[src/sv/swgq_pkg.sv]
// shared types, codes and constants for the score window group queue
package swgq_pkg;

   localparam int DEF_CAPACITY = 32;

   // operation codes carried by the kind field
   localparam logic [2:0] KIND_APPEND = 3'd0;
   localparam logic [2:0] KIND_REMOVE = 3'd1;
   localparam logic [2:0] KIND_SORT   = 3'd2;
   localparam logic [2:0] KIND_GROUP  = 3'd3;
   localparam logic [2:0] KIND_LIST   = 3'd4;

   // result status codes
   localparam logic [2:0] ST_OK       = 3'd0;
   localparam logic [2:0] ST_FULL     = 3'd1;
   localparam logic [2:0] ST_NOT_FND  = 3'd2;
   localparam logic [2:0] ST_NO_GROUP = 3'd3;
   localparam logic [2:0] ST_EMPTY    = 3'd4;

   typedef struct packed {
      logic [15:0] id;
      logic [15:0] score;
      logic [31:0] stamp;
   } entry_type;

   typedef enum logic [2:0] {A_I, A_JM1, A_JOFF, A_IJ} asel_type;
   typedef enum logic [1:0] {I_HOLD, I_CLR, I_ONE, I_INC} iop_type;
   typedef enum logic [2:0] {J_HOLD, J_CLR, J_LDI, J_INC, J_DEC} jop_type;
   typedef enum logic [1:0] {W_REQ, W_RDA, W_KEY} wsel_type;
   typedef enum logic [1:0] {O_HOLD, O_INC, O_SUB} oop_type;
   typedef enum logic [1:0] {C_ZERO, C_GSZ, C_OCC} csel_type;

   typedef struct packed {
      logic       cap_req;
      asel_type   a_sel;
      logic       wr_en;
      wsel_type   w_sel;
      iop_type    i_op;
      jop_type    j_op;
      logic       key_load;
      oop_type    occ_op;
      logic       emit;
      logic [2:0] st;
      logic       emit_entry;
      csel_type   cnt_sel;
      logic       last;
   } cmd_type;

   typedef struct packed {
      logic [2:0] kind;
      logic       full;
      logic       occ_zero;
      logic       i_lt_occ;
      logic       win_ok;
      logic       gsz_bad;
      logic       id_match;
      logic       spread_ok;
      logic       after;
      logic       j_zero;
      logic       grp_last;
      logic       lst_last;
      logic       sh_more;
   } stat_type;

endpackage

[src/sv/score_window_group_queue.sv]
// top level of the score window group queue: controller plus datapath
// append writes the entry unless full and returns one status word; remove searches entry by entry,
// then shifts the entries after a match; list emits one word per entry; form group tries windows,
// then emits its words and closes the gap; sort is an insertion sort through the single write port,
// built from compares and moves; one operation is in flight at a time (busy high)
// results leave a register in the cycle after the controller issues them; the receiver cannot stall
// reset clears occupancy and the controller; entry memory contents are undefined until written
module score_window_group_queue #(
   parameter int CAPACITY = swgq_pkg::DEF_CAPACITY
) (
   input  logic        clock,
   input  logic        reset,
   input  logic        start,
   output logic        busy,
   input  logic [2:0]  req_kind,
   input  logic [15:0] req_player_id,
   input  logic [15:0] req_player_score,
   input  logic [31:0] req_player_time,
   input  logic [5:0]  req_group_size,
   input  logic [15:0] req_score_delta,
   output logic        rsp_valid,
   output logic [2:0]  rsp_status,
   output logic [15:0] rsp_out_id,
   output logic [15:0] rsp_out_score,
   output logic [31:0] rsp_out_time,
   output logic [5:0]  rsp_count,
   output logic        rsp_last
);
   import swgq_pkg::*;

   // command and status words between controller and datapath
   cmd_type  cmd;
   stat_type stat;

   // sequencer: one state per memory access step
   swgq_ctrl u_ctrl (
      .clock (clock),
      .reset (reset),
      .start (start),
      .busy  (busy),
      .stat  (stat),
      .cmd   (cmd)
   );

   // memory, pointers, compare logic and result registers
   swgq_dp #(
      .CAPACITY (CAPACITY)
   ) u_dp (
      .clock            (clock),
      .reset            (reset),
      .cmd              (cmd),
      .stat             (stat),
      .req_kind         (req_kind),
      .req_player_id    (req_player_id),
      .req_player_score (req_player_score),
      .req_player_time  (req_player_time),
      .req_group_size   (req_group_size),
      .req_score_delta  (req_score_delta),
      .rsp_valid        (rsp_valid),
      .rsp_status       (rsp_status),
      .rsp_out_id       (rsp_out_id),
      .rsp_out_score    (rsp_out_score),
      .rsp_out_time     (rsp_out_time),
      .rsp_count        (rsp_count),
      .rsp_last         (rsp_last)
   );

endmodule

[src/sv/swgq_dp.sv]
// datapath of the score window group queue: entry memory, pointers, result registers
module swgq_dp #(
   parameter int CAPACITY = swgq_pkg::DEF_CAPACITY
) (
   input  logic              clock,
   input  logic              reset,
   input  swgq_pkg::cmd_type cmd,
   output swgq_pkg::stat_type stat,
   input  logic [2:0]        req_kind,
   input  logic [15:0]       req_player_id,
   input  logic [15:0]       req_player_score,
   input  logic [31:0]       req_player_time,
   input  logic [5:0]        req_group_size,
   input  logic [15:0]       req_score_delta,
   output logic              rsp_valid,
   output logic [2:0]        rsp_status,
   output logic [15:0]       rsp_out_id,
   output logic [15:0]       rsp_out_score,
   output logic [31:0]       rsp_out_time,
   output logic [5:0]        rsp_count,
   output logic              rsp_last
);
   import swgq_pkg::*;

   localparam int IW = $clog2(CAPACITY);
   localparam int CW = $clog2(CAPACITY + 1);
   localparam int SW = ((CW > 6) ? CW : 6) + 1;

   entry_type mem [CAPACITY];

   logic [2:0]    kind_ff;
   logic [15:0]   id_ff, score_ff, delta_ff;
   logic [31:0]   time_ff;
   logic [5:0]    gsz_ff;
   logic [CW-1:0] occ_ff, occ_in;
   logic [SW-1:0] i_ff, i_in, j_ff, j_in;
   entry_type     key_ff, rda_ff, rdb_ff;

   logic           rsp_valid_ff, rsp_last_ff;
   logic [2:0]     rsp_status_ff;
   entry_type      rsp_entry_ff;
   logic [5:0]     rsp_count_ff;

   logic [SW-1:0] occ_w, gsz_w, off, addr_a, addr_b, waddr;
   entry_type     wdata;
   logic [16:0]   spread;

   assign occ_w  = SW'(occ_ff);
   assign gsz_w  = SW'(gsz_ff);
   assign off    = (kind_ff == KIND_GROUP) ? gsz_w : SW'(1);
   assign addr_b = i_ff + gsz_w - SW'(1);
   assign spread = {1'b0, rdb_ff.score} - {1'b0, rda_ff.score};

   always_comb begin
      case (cmd.a_sel)
         A_I:     addr_a = i_ff;
         A_JM1:   addr_a = j_ff - SW'(1);
         A_JOFF:  addr_a = j_ff + off;
         A_IJ:    addr_a = i_ff + j_ff;
         default: addr_a = i_ff;
      endcase
   end

   always_comb begin
      case (cmd.w_sel)
         W_REQ: begin
            waddr = occ_w;
            wdata = '{id: id_ff, score: score_ff, stamp: time_ff};
         end
         W_RDA: begin
            waddr = j_ff;
            wdata = rda_ff;
         end
         W_KEY: begin
            waddr = j_ff;
            wdata = key_ff;
         end
         default: begin
            waddr = j_ff;
            wdata = rda_ff;
         end
      endcase
   end

   always_comb begin
      case (cmd.i_op)
         I_CLR:   i_in = '0;
         I_ONE:   i_in = SW'(1);
         I_INC:   i_in = i_ff + SW'(1);
         default: i_in = i_ff;
      endcase
      case (cmd.j_op)
         J_CLR:   j_in = '0;
         J_LDI:   j_in = i_ff;
         J_INC:   j_in = j_ff + SW'(1);
         J_DEC:   j_in = j_ff - SW'(1);
         default: j_in = j_ff;
      endcase
      case (cmd.occ_op)
         O_INC:   occ_in = occ_ff + CW'(1);
         O_SUB:   occ_in = CW'(occ_w - off);
         default: occ_in = occ_ff;
      endcase
   end

   // status back to the controller
   always_comb begin
      stat.kind      = kind_ff;
      stat.full      = (occ_w == SW'(CAPACITY));
      stat.occ_zero  = (occ_ff == '0);
      stat.i_lt_occ  = (i_ff < occ_w);
      stat.win_ok    = ((i_ff + gsz_w) <= occ_w);
      stat.gsz_bad   = (gsz_ff == '0) || (gsz_w > occ_w);
      stat.id_match  = (rda_ff.id == id_ff);
      stat.spread_ok = ($signed(spread) <= $signed({1'b0, delta_ff}));
      stat.after     = (rda_ff.score != key_ff.score) ? (rda_ff.score > key_ff.score)
                                                      : (rda_ff.stamp > key_ff.stamp);
      stat.j_zero    = (j_ff == '0);
      stat.grp_last  = ((j_ff + SW'(1)) == gsz_w);
      stat.lst_last  = ((i_ff + SW'(1)) == occ_w);
      stat.sh_more   = ((j_ff + off) < occ_w);
   end

   // entry memory
   always_ff @(posedge clock) begin
      if (cmd.wr_en) begin
         mem[waddr[IW-1:0]] <= wdata;
      end
      rda_ff <= mem[addr_a[IW-1:0]];
      rdb_ff <= mem[addr_b[IW-1:0]];
   end

   always_ff @(posedge clock) begin
      if (cmd.cap_req) begin
         kind_ff  <= req_kind;
         id_ff    <= req_player_id;
         score_ff <= req_player_score;
         time_ff  <= req_player_time;
         gsz_ff   <= req_group_size;
         delta_ff <= req_score_delta;
      end
      if (cmd.key_load) begin
         key_ff <= rda_ff;
      end
      i_ff <= i_in;
      j_ff <= j_in;
      rsp_status_ff <= cmd.st;
      rsp_entry_ff  <= cmd.emit_entry ? rda_ff : '0;
      rsp_last_ff   <= cmd.last;
      case (cmd.cnt_sel)
         C_GSZ:   rsp_count_ff <= gsz_ff;
         C_OCC:   rsp_count_ff <= occ_w[5:0];
         default: rsp_count_ff <= '0;
      endcase
   end

   always_ff @(posedge clock) begin
      if (reset) begin
         occ_ff       <= '0;
         rsp_valid_ff <= 1'b0;
      end else begin
         occ_ff       <= occ_in;
         rsp_valid_ff <= cmd.emit;
      end
   end

   assign rsp_valid     = rsp_valid_ff;
   assign rsp_status    = rsp_status_ff;
   assign rsp_out_id    = rsp_entry_ff.id;
   assign rsp_out_score = rsp_entry_ff.score;
   assign rsp_out_time  = rsp_entry_ff.stamp;
   assign rsp_count     = rsp_count_ff;
   assign rsp_last      = rsp_last_ff;

   a_occ_bound: assert property (@(posedge clock) disable iff (reset)
      occ_w <= SW'(CAPACITY))
      else $error("occupancy above capacity");

   a_wr_bound: assert property (@(posedge clock) disable iff (reset)
      cmd.wr_en |-> (waddr < SW'(CAPACITY)))
      else $error("write beyond capacity");

   a_fail_shape: assert property (@(posedge clock) disable iff (reset)
      (rsp_valid_ff && rsp_status_ff != ST_OK) |-> (rsp_last_ff && rsp_count_ff == '0))
      else $error("failure result not a single final word");

endmodule

[src/sv/swgq_ctrl.sv]
// controller state machine of the score window group queue
module swgq_ctrl (
   input  logic               clock,
   input  logic               reset,
   input  logic               start,
   output logic               busy,
   input  swgq_pkg::stat_type stat,
   output swgq_pkg::cmd_type  cmd
);
   import swgq_pkg::*;

   typedef enum logic [4:0] {
      S_IDLE, S_DISPATCH,
      S_RM_RD, S_RM_CMP,
      S_SH_RD, S_SH_WR,
      S_SO_NEXT, S_SO_KEY, S_SO_CHK, S_SO_CMP, S_SO_PUT,
      S_GR_RD, S_GR_CMP, S_GR_ERD, S_GR_EMIT,
      S_LS_RD, S_LS_EMIT
   } state_type;

   state_type state_ff, state_in;

   always_comb begin
      cmd      = '0;
      state_in = state_ff;
      case (state_ff)
         S_IDLE: begin
            cmd.cap_req = start;
            if (start) begin
               state_in = S_DISPATCH;
            end
         end
         S_DISPATCH: begin
            state_in = S_IDLE;
            case (stat.kind)
               KIND_APPEND: begin
                  cmd.emit = 1'b1;
                  cmd.last = 1'b1;
                  if (stat.full) begin
                     cmd.st = ST_FULL;
                  end else begin
                     cmd.wr_en  = 1'b1;
                     cmd.w_sel  = W_REQ;
                     cmd.occ_op = O_INC;
                     cmd.st     = ST_OK;
                  end
               end
               KIND_REMOVE: begin
                  cmd.i_op = I_CLR;
                  state_in = S_RM_RD;
               end
               KIND_SORT: begin
                  cmd.i_op = I_ONE;
                  state_in = S_SO_NEXT;
               end
               KIND_GROUP: begin
                  if (stat.gsz_bad) begin
                     cmd.emit = 1'b1;
                     cmd.last = 1'b1;
                     cmd.st   = ST_NO_GROUP;
                  end else begin
                     cmd.i_op = I_CLR;
                     state_in = S_GR_RD;
                  end
               end
               KIND_LIST: begin
                  if (stat.occ_zero) begin
                     cmd.emit = 1'b1;
                     cmd.last = 1'b1;
                     cmd.st   = ST_EMPTY;
                  end else begin
                     cmd.i_op = I_CLR;
                     state_in = S_LS_RD;
                  end
               end
               default: state_in = S_IDLE;
            endcase
         end
         // remove: linear search for the id
         S_RM_RD: begin
            if (stat.i_lt_occ) begin
               cmd.a_sel = A_I;
               state_in  = S_RM_CMP;
            end else begin
               cmd.emit = 1'b1;
               cmd.last = 1'b1;
               cmd.st   = ST_NOT_FND;
               state_in = S_IDLE;
            end
         end
         S_RM_CMP: begin
            if (stat.id_match) begin
               cmd.j_op = J_LDI;
               state_in = S_SH_RD;
            end else begin
               cmd.i_op = I_INC;
               state_in = S_RM_RD;
            end
         end
         // close the gap left by remove or group
         S_SH_RD: begin
            if (stat.sh_more) begin
               cmd.a_sel = A_JOFF;
               state_in  = S_SH_WR;
            end else begin
               cmd.occ_op = O_SUB;
               state_in   = S_IDLE;
               if (stat.kind == KIND_REMOVE) begin
                  cmd.emit = 1'b1;
                  cmd.last = 1'b1;
                  cmd.st   = ST_OK;
               end
            end
         end
         S_SH_WR: begin
            cmd.wr_en = 1'b1;
            cmd.w_sel = W_RDA;
            cmd.j_op  = J_INC;
            state_in  = S_SH_RD;
         end
         // insertion sort
         S_SO_NEXT: begin
            if (stat.i_lt_occ) begin
               cmd.a_sel = A_I;
               state_in  = S_SO_KEY;
            end else begin
               cmd.emit = 1'b1;
               cmd.last = 1'b1;
               cmd.st   = ST_OK;
               state_in = S_IDLE;
            end
         end
         S_SO_KEY: begin
            cmd.key_load = 1'b1;
            cmd.j_op     = J_LDI;
            state_in     = S_SO_CHK;
         end
         S_SO_CHK: begin
            if (stat.j_zero) begin
               state_in = S_SO_PUT;
            end else begin
               cmd.a_sel = A_JM1;
               state_in  = S_SO_CMP;
            end
         end
         S_SO_CMP: begin
            if (stat.after) begin
               cmd.wr_en = 1'b1;
               cmd.w_sel = W_RDA;
               cmd.j_op  = J_DEC;
               state_in  = S_SO_CHK;
            end else begin
               state_in = S_SO_PUT;
            end
         end
         S_SO_PUT: begin
            cmd.wr_en = 1'b1;
            cmd.w_sel = W_KEY;
            cmd.i_op  = I_INC;
            state_in  = S_SO_NEXT;
         end
         // group: window scan, then emit and close the gap
         S_GR_RD: begin
            if (stat.win_ok) begin
               cmd.a_sel = A_I;
               state_in  = S_GR_CMP;
            end else begin
               cmd.emit = 1'b1;
               cmd.last = 1'b1;
               cmd.st   = ST_NO_GROUP;
               state_in = S_IDLE;
            end
         end
         S_GR_CMP: begin
            if (stat.spread_ok) begin
               cmd.j_op = J_CLR;
               state_in = S_GR_ERD;
            end else begin
               cmd.i_op = I_INC;
               state_in = S_GR_RD;
            end
         end
         S_GR_ERD: begin
            cmd.a_sel = A_IJ;
            state_in  = S_GR_EMIT;
         end
         S_GR_EMIT: begin
            cmd.emit       = 1'b1;
            cmd.st         = ST_OK;
            cmd.emit_entry = 1'b1;
            cmd.cnt_sel    = C_GSZ;
            cmd.last       = stat.grp_last;
            if (stat.grp_last) begin
               cmd.j_op = J_LDI;
               state_in = S_SH_RD;
            end else begin
               cmd.j_op = J_INC;
               state_in = S_GR_ERD;
            end
         end
         // list
         S_LS_RD: begin
            cmd.a_sel = A_I;
            state_in  = S_LS_EMIT;
         end
         S_LS_EMIT: begin
            cmd.emit       = 1'b1;
            cmd.st         = ST_OK;
            cmd.emit_entry = 1'b1;
            cmd.cnt_sel    = C_OCC;
            cmd.last       = stat.lst_last;
            cmd.i_op       = I_INC;
            state_in       = stat.lst_last ? S_IDLE : S_LS_RD;
         end
         default: state_in = S_IDLE;
      endcase
   end

   always_ff @(posedge clock) begin
      if (reset) begin
         state_ff <= S_IDLE;
      end else begin
         state_ff <= state_in;
      end
   end

   assign busy = (state_ff != S_IDLE);

   a_cap_idle: assert property (@(posedge clock) disable iff (reset)
      cmd.cap_req |-> (state_ff == S_IDLE))
      else $error("request captured while busy");

   a_emit_done: assert property (@(posedge clock) disable iff (reset)
      (cmd.emit && cmd.last && stat.kind != KIND_GROUP) |=> (state_ff == S_IDLE))
      else $error("final word without return to idle");

   a_start_busy: assert property (@(posedge clock) disable iff (reset)
      (start && !busy) |=> busy)
      else $error("accepted word did not raise busy");

endmodule

[config.mk]
export PLATFORM = sky130hd
export DESIGN_NAME = score_window_group_queue
export DESIGN_NICKNAME = d
export VERILOG_FILES = /design/src/sv/swgq_pkg.sv /design/src/sv/score_window_group_queue.sv /design/src/sv/swgq_dp.sv /design/src/sv/swgq_ctrl.sv
export SDC_FILE = /design/constraint.sdc
export NUM_CORES = 2
export LEC_CHECK = 0
export ABC_AREA = 1
export BUFFER_PORTS_ARGS = -buffer_cell sky130_fd_sc_hd__buf_2
export CAP_MARGIN = 20
export CORE_MARGIN = 2
export CORE_UTILIZATION = 45
export DETAILED_ROUTE_END_ITERATION = 10
export PLACE_DENSITY = 0.69
export SYNTH_ARGS = -nofsm -noshare
export SYNTH_HDL_FRONTEND = slang
export SYNTH_HIERARCHICAL = 1
export SYNTH_SLANG_ARGS = --single-unit
[constraint.sdc]
create_clock -name clock -period 7.7 [get_ports clock]
set_input_delay 0.77 -clock clock [delete_from_list [all_inputs] [get_ports clock]]
set_output_delay 0.77 -clock clock [all_outputs]
set_load 0.05 [all_outputs]
# Yosys cells after proc, flatten, opt, wreduce, memory -nomap -nowiden
# Memory sizes are Yosys's and may differ from the RTL's. A register that Yosys moved wholly into a read port is not among the register bits.
# Index checks and enable logic that the tools add are counted.
# word_totals
reg_bits	253
ram_bits	2048
input_bits	92
word_cells	161
n_memories	1
# classes
n_addsub	10
order_cmp	7
eq_ne	41
muxes	68
reduce_logical	14
# mem_list
name	words	width	rd	rd_clocked_by_memory_dff	wr	line_no	text
u_dp.mem	32	64	2	2	1	swgq_dp.sv:29	entry_type mem [CAPACITY];
# op_table
operator	count
case mux 64 bit (2 select lines)	1
case mux 5 bit (17 select lines)	1
2-to-1 mux 4 bit	11
== test 5 x 4 -> 1 bit (second input constant)	8
greater-than comparator 32 bit	1
case mux 7 bit (4 select lines)	1
2-to-1 mux 3 bit	8
case mux 4 bit (6 select lines)	1
case mux 6 bit (2 select lines)	2
case mux 7 bit (3 select lines)	1
== test 5 x 3 -> 1 bit (second input constant)	4
2-to-1 mux 1 bit	19
== test 3 x 2 -> 1 bit (second input constant)	6
case mux 3 bit (6 select lines)	1
<= comparator 17 bit	1
subtractor 16 x 16 -> 17 bit	1
== test 16 bit	1
greater-than comparator 16 bit	1
!= test 16 bit	1
case mux 2 bit (4 select lines)	2
case mux 4 bit (4 select lines)	1
case mux 5 bit (3 select lines)	1
adder 7 x 1 -> 7 bit (second input constant)	2
adder 7 x 6 -> 7 bit	2
other kinds (39)	62

# Longest topological paths before layout
# depth
depth_word	8
depth_mapped	34
mapped_depth_nobuf	32

# By module
# Netlist, hierarchy kept.
# by_module_without_submodules
mod	instances	cells_per_inst	area_each_um2	seq_area_each_um2
swgq_dp	1	9406	103412.9	69736.9
swgq_ctrl	1	171	879.6	100.1

# Worst setup path before layout
# OpenSTA, ideal clock, no wires.
# synth_path
path_type	reg-to-reg
startpoint	register u_dp/key_ff[31] in the netlist's numbering
endpoint	memory u_dp/mem[28][0] in the netlist's numbering (enable)
setup_time_ns	0.486
arrival_ns	5.576
t_required_ns	7.214
setup_slack_ns	1.637
path_stages_with_launch	20
n_path_buf	2
cell_sequence	edfxtp_1 inv_1 ha_1 nand4_1 nor4_1 nor4b_1 nand3_1 nand3_1 nand2_1 nand2_1 nand2_1 clkbuf_1 nor2_1 clkbuf_1 nand2_1 o21ai_0 inv_1 nor2_1 nand2_1 nor2_1
# synth_lines
element	line_no	text
from (decl)	swgq_dp.sv:37	entry_type key_ff, rda_ff, rdb_ff;
from (signal assigned)	swgq_dp.sv:143	key_ff <= rda_ff;
to (decl)	swgq_dp.sv:29	

==> impl_metrics.env <==
export IMPL_crit_path_max_incr_delay_ns=0.90
export IMPL_critical_path_cell_chain="ha_1 -> nand2_1 -> nor3_1 -> nand4_1 -> nor2_1 -> nand3_1 -> nand2_1 -> nand2_1 -> nand2_4 -> nor2_4 -> o21ai_0 -> nand3_1 -> nor2_4 -> buf_4"
export IMPL_clkTransAtPathRegs_ns=0.07
export IMPL_required_ns=8.22
export IMPL_setup_violations=0
export IMPL_synth_top_area_share_pct=63.8
export IMPL_cp_arrival_ns=7.04
export IMPL_gp_congestion=0.886
export IMPL_cts_made_buffers=234
export IMPL_p_leak_nw=43.4
export IMPL_peakVddDrop_v=0.000243
export IMPL_status="finished clean"
export IMPL_max_freq_ghz=0.153
export IMPL_fin_nets=9774
export IMPL_io_buffer_count=167
export IMPL_synthFlopType="edfxtp_1"
export IMPL_post_route_period_util_pct=84.7
export IMPL_clock_sinks=2381
export IMPL_synth_most_common_cell="nand3_1"
export IMPL_overflow=0
export IMPL_synthCells=9577
export IMPL_synth_async_sr_flop_share_pct=0
export IMPL_synth_edf_count=2215
export IMPL_insertion_delay_ns=0.91
export IMPL_dieArea_mm2=0.236
export IMPL_layout_drive_gt1_share_pct=8.84
export IMPL_cts_resized=0
export IMPL_seq_area_frac_synth_pct=67.0
export IMPL_grt_pass1_wl_um=480000
export IMPL_drt_initial_drc_count=12839
export IMPL_worstPathMaxFanout=23
export IMPL_end_kind="flop"
export IMPL_start_util_pct=45.3
export IMPL_die_w_um=485
export IMPL_holdWs_ns=0.0494
export IMPL_drv_cap=0
export IMPL_worstMarginPinSlew_ns=1.23
export IMPL_ys_warn_count=6
export IMPL_detailed_place_hpwl_um=175000
export IMPL_finalWorstSetupSlack_ns=1.18
export IMPL_cp_common_cell="nand2_1"
export IMPL_wirelength_um=323000
export IMPL_vias=79152
export IMPL_power_density_mw_per_mm2=285
export IMPL_cts_max_level=4
export IMPL_synthesis_nets=9805
export IMPL_yosysTopAreaCell="edfxtp_1"
export IMPL_min_delay_start="req_player_time[1]"
export IMPL_die_h_um=485
export IMPL_finalHoldViolCount=0
export IMPL_grt_pass1_vias=75300
export IMPL_rr_startpoint="u_dp/rda_ff[34]$_DFF_P_"
export IMPL_cts_root_buffer="clkbuf_16"
export IMPL_post_synth_cell_area_avg_um2=10.9
export IMPL_ios=168
export IMPL_slew_limit_headroom_pct=17.8
export IMPL_core_mm2=0.230
export IMPL_worst_setup_path_start_kind="flop"
export IMPL_cts_tree="yes"
export IMPL_synthToLayoutAreaGrowth_pct=12.2
export IMPL_viasPerCell=6.19
export IMPL_drc=0
export IMPL_ys_ff_latch=2381
export IMPL_ys_top_cells_by_count="2916 x nand3_1, 2215 x edfxtp_1, 1750 x nand2_1"
export IMPL_synth_area_mm2=0.104
export IMPL_period_minus_slack_ns=6.52
export IMPL_slew_viol_final=0
export IMPL_grt_util_all_layers_pct=26.7
export IMPL_clockBufferDepth=3
export IMPL_cp_slowest_cell="nor2_4"
export IMPL_rsz0062_at_grt="false"
export IMPL_grt_antenna_before_repair=5
export IMPL_core_rowCount=176
export IMPL_dp_slack_ns=1.44
export IMPL_grt_max_degree=223
export IMPL_drt_pass1_iterations=7
export IMPL_hold_class="in2reg"
export IMPL_cp_startpoint="u_dp/rda_ff[34]$_DFF_P_"
export IMPL_fin_skew_ns=0.0656
export IMPL_synth_cell_type_count=55
export IMPL_netlist_top_cells_area="edfxtp_1 64%, nand3_1 14%, nand2_1 6.3%"
export IMPL_drt_antenna_violating_nets=0
export IMPL_finalSetupTns_ns=0
export IMPL_drt_wirelength_per_cell_um=25.3
export IMPL_critPathKind="reg2reg"
[state kept, by name, summed over array words and instances (netlist names)]
signal / flops
u_dp/rsp_out_time: 32
u_dp/mem: 2048
u_dp/rsp_valid: 1
u_dp/rsp_out_score: 16
u_dp/rda_ff: 64
u_dp/delta_ff: 16
u_dp/i_ff: 7
u_dp/id_ff: 16
u_dp/key_ff: 64
u_dp/j_ff: 7
u_dp/time_ff: 32
u_dp/rsp_last: 1
u_dp/rdb_ff: 16
u_dp/rsp_out_id: 16
u_dp/gsz_ff: 6
u_dp/score_ff: 16
u_dp/occ_ff: 6
u_dp/rsp_status: 3
u_dp/kind_ff: 3
u_dp/rsp_count: 6
u_ctrl/state_ff: 5
[timing repair]
action,in CTS,in global routing
buffers inserted,0,0
hold buffers,10,0
hold endpoints to repair,10,0
[worst max-delay path: cells and delay by family (launching register included)]
| kind | cells | cell delay (ns) |
|---|---|---|
| compound gates | 1 | 0.35 |
| fa+ha+maj | 1 | 0.22 |
| buf+inv | 1 | 0.62 |
| flops | 1 | 0.68 |
| simple gates | 11 | 4.21 |
[final cells by class]
cell class	count	area, um^2
Antenna cell	4	10.0
Clock buffer	323	6480
Clock inverter	122	1400
Fill cell	19405	113000
Inverter	474	1800
Multi-Input combinational cell	6036	30200
Sequential cell	2381	69800
Tap cell	3026	3790
Timing Repair Buffer	419	3560
[logic make-up after synthesis]
family	count (synthesis)	share of synthesized area (%)
buffers and inverters	1160	4.62
AO/OA/AOI/OAI	677	3.73
flip-flops	2381	67.0
other	1	0.00360
AND/OR/NAND/NOR	5171	22.6
XOR/XNOR	51	0.435
adder cells (fa/ha/maj)	136	1.67
[power breakdown]
part           switching, mW  total [mW]  internal (mW)  leakage [nW]
clock network           5.01        11.7           6.68          3.86
registers              0.315        15.0           14.7          21.3
logic                   4.77        6.69           1.91          18.2
[per-layer routing]
layer	wire length [um]	GRT usage, %	vias to the layer above
li1	-	-	34263
met1	122000	37.0	38164
met2	143000	40.6	5785
met3	44300	6.34	938
met4	13700	10.8	2
met5	13	0	-
[metrics by stage]
| stage | instances | utilization, % | cell area, um^2 | power, mW |
|---|---|---|---|---|
| 4_1_cts | 12771 | 50.8 | 117000 | 33.2 |
| 6_report | 12785 | 50.9 | 117000 | 33.4 |
| 2_1_floorplan | 9577 | - | 104000 | 19.3 |
| 5_1_grt | 12782 | 50.9 | 117000 | 34.5 |
| 3_5_place_dp | 12316 | 47.3 | 109000 | 21.7 |
| 3_3_place_gp | 12307 | 47.2 | 109000 | 21.5 |
[placed cells by master (no fill, tap or decap), drive strengths merged, types with 5 or more instances in the layout]
cell / instances
nand3: 2919
edfxtp: 2215
nand2: 1755
inv: 478
buf: 408
o21ai: 367
nor2: 362
clkbuf: 324
dfxtp: 166
ha: 131
a21oi: 98
clkinv: 93
o22ai: 78
nand3b: 70
o221ai: 54
nand4: 29
o211ai: 28
a22oi: 26
xnor2: 26
xor2: 25
bufinv: 23
nor3: 18
dlygate4sd3: 10
nor4: 8
o31ai: 5
fa: 5
or2: 5
[path summary, 6_finish.rpt]
kind	cells past startpoint	to	slack [ns]
worst max-delay path	14	u_dp/mem[27][20]$_DFFE_PP_	1.18
worst min-delay path	1	u_dp/time_ff[1]$_DFFE_PP_	0.05
worst max register to register	14	u_dp/mem[27][20]$_DFFE_PP_	1.18
worst min register to register	2	u_dp/rsp_out_score[9]$_SDFF_PN0_	0.47
Note: power is estimated with default switching activity, not from simulation.
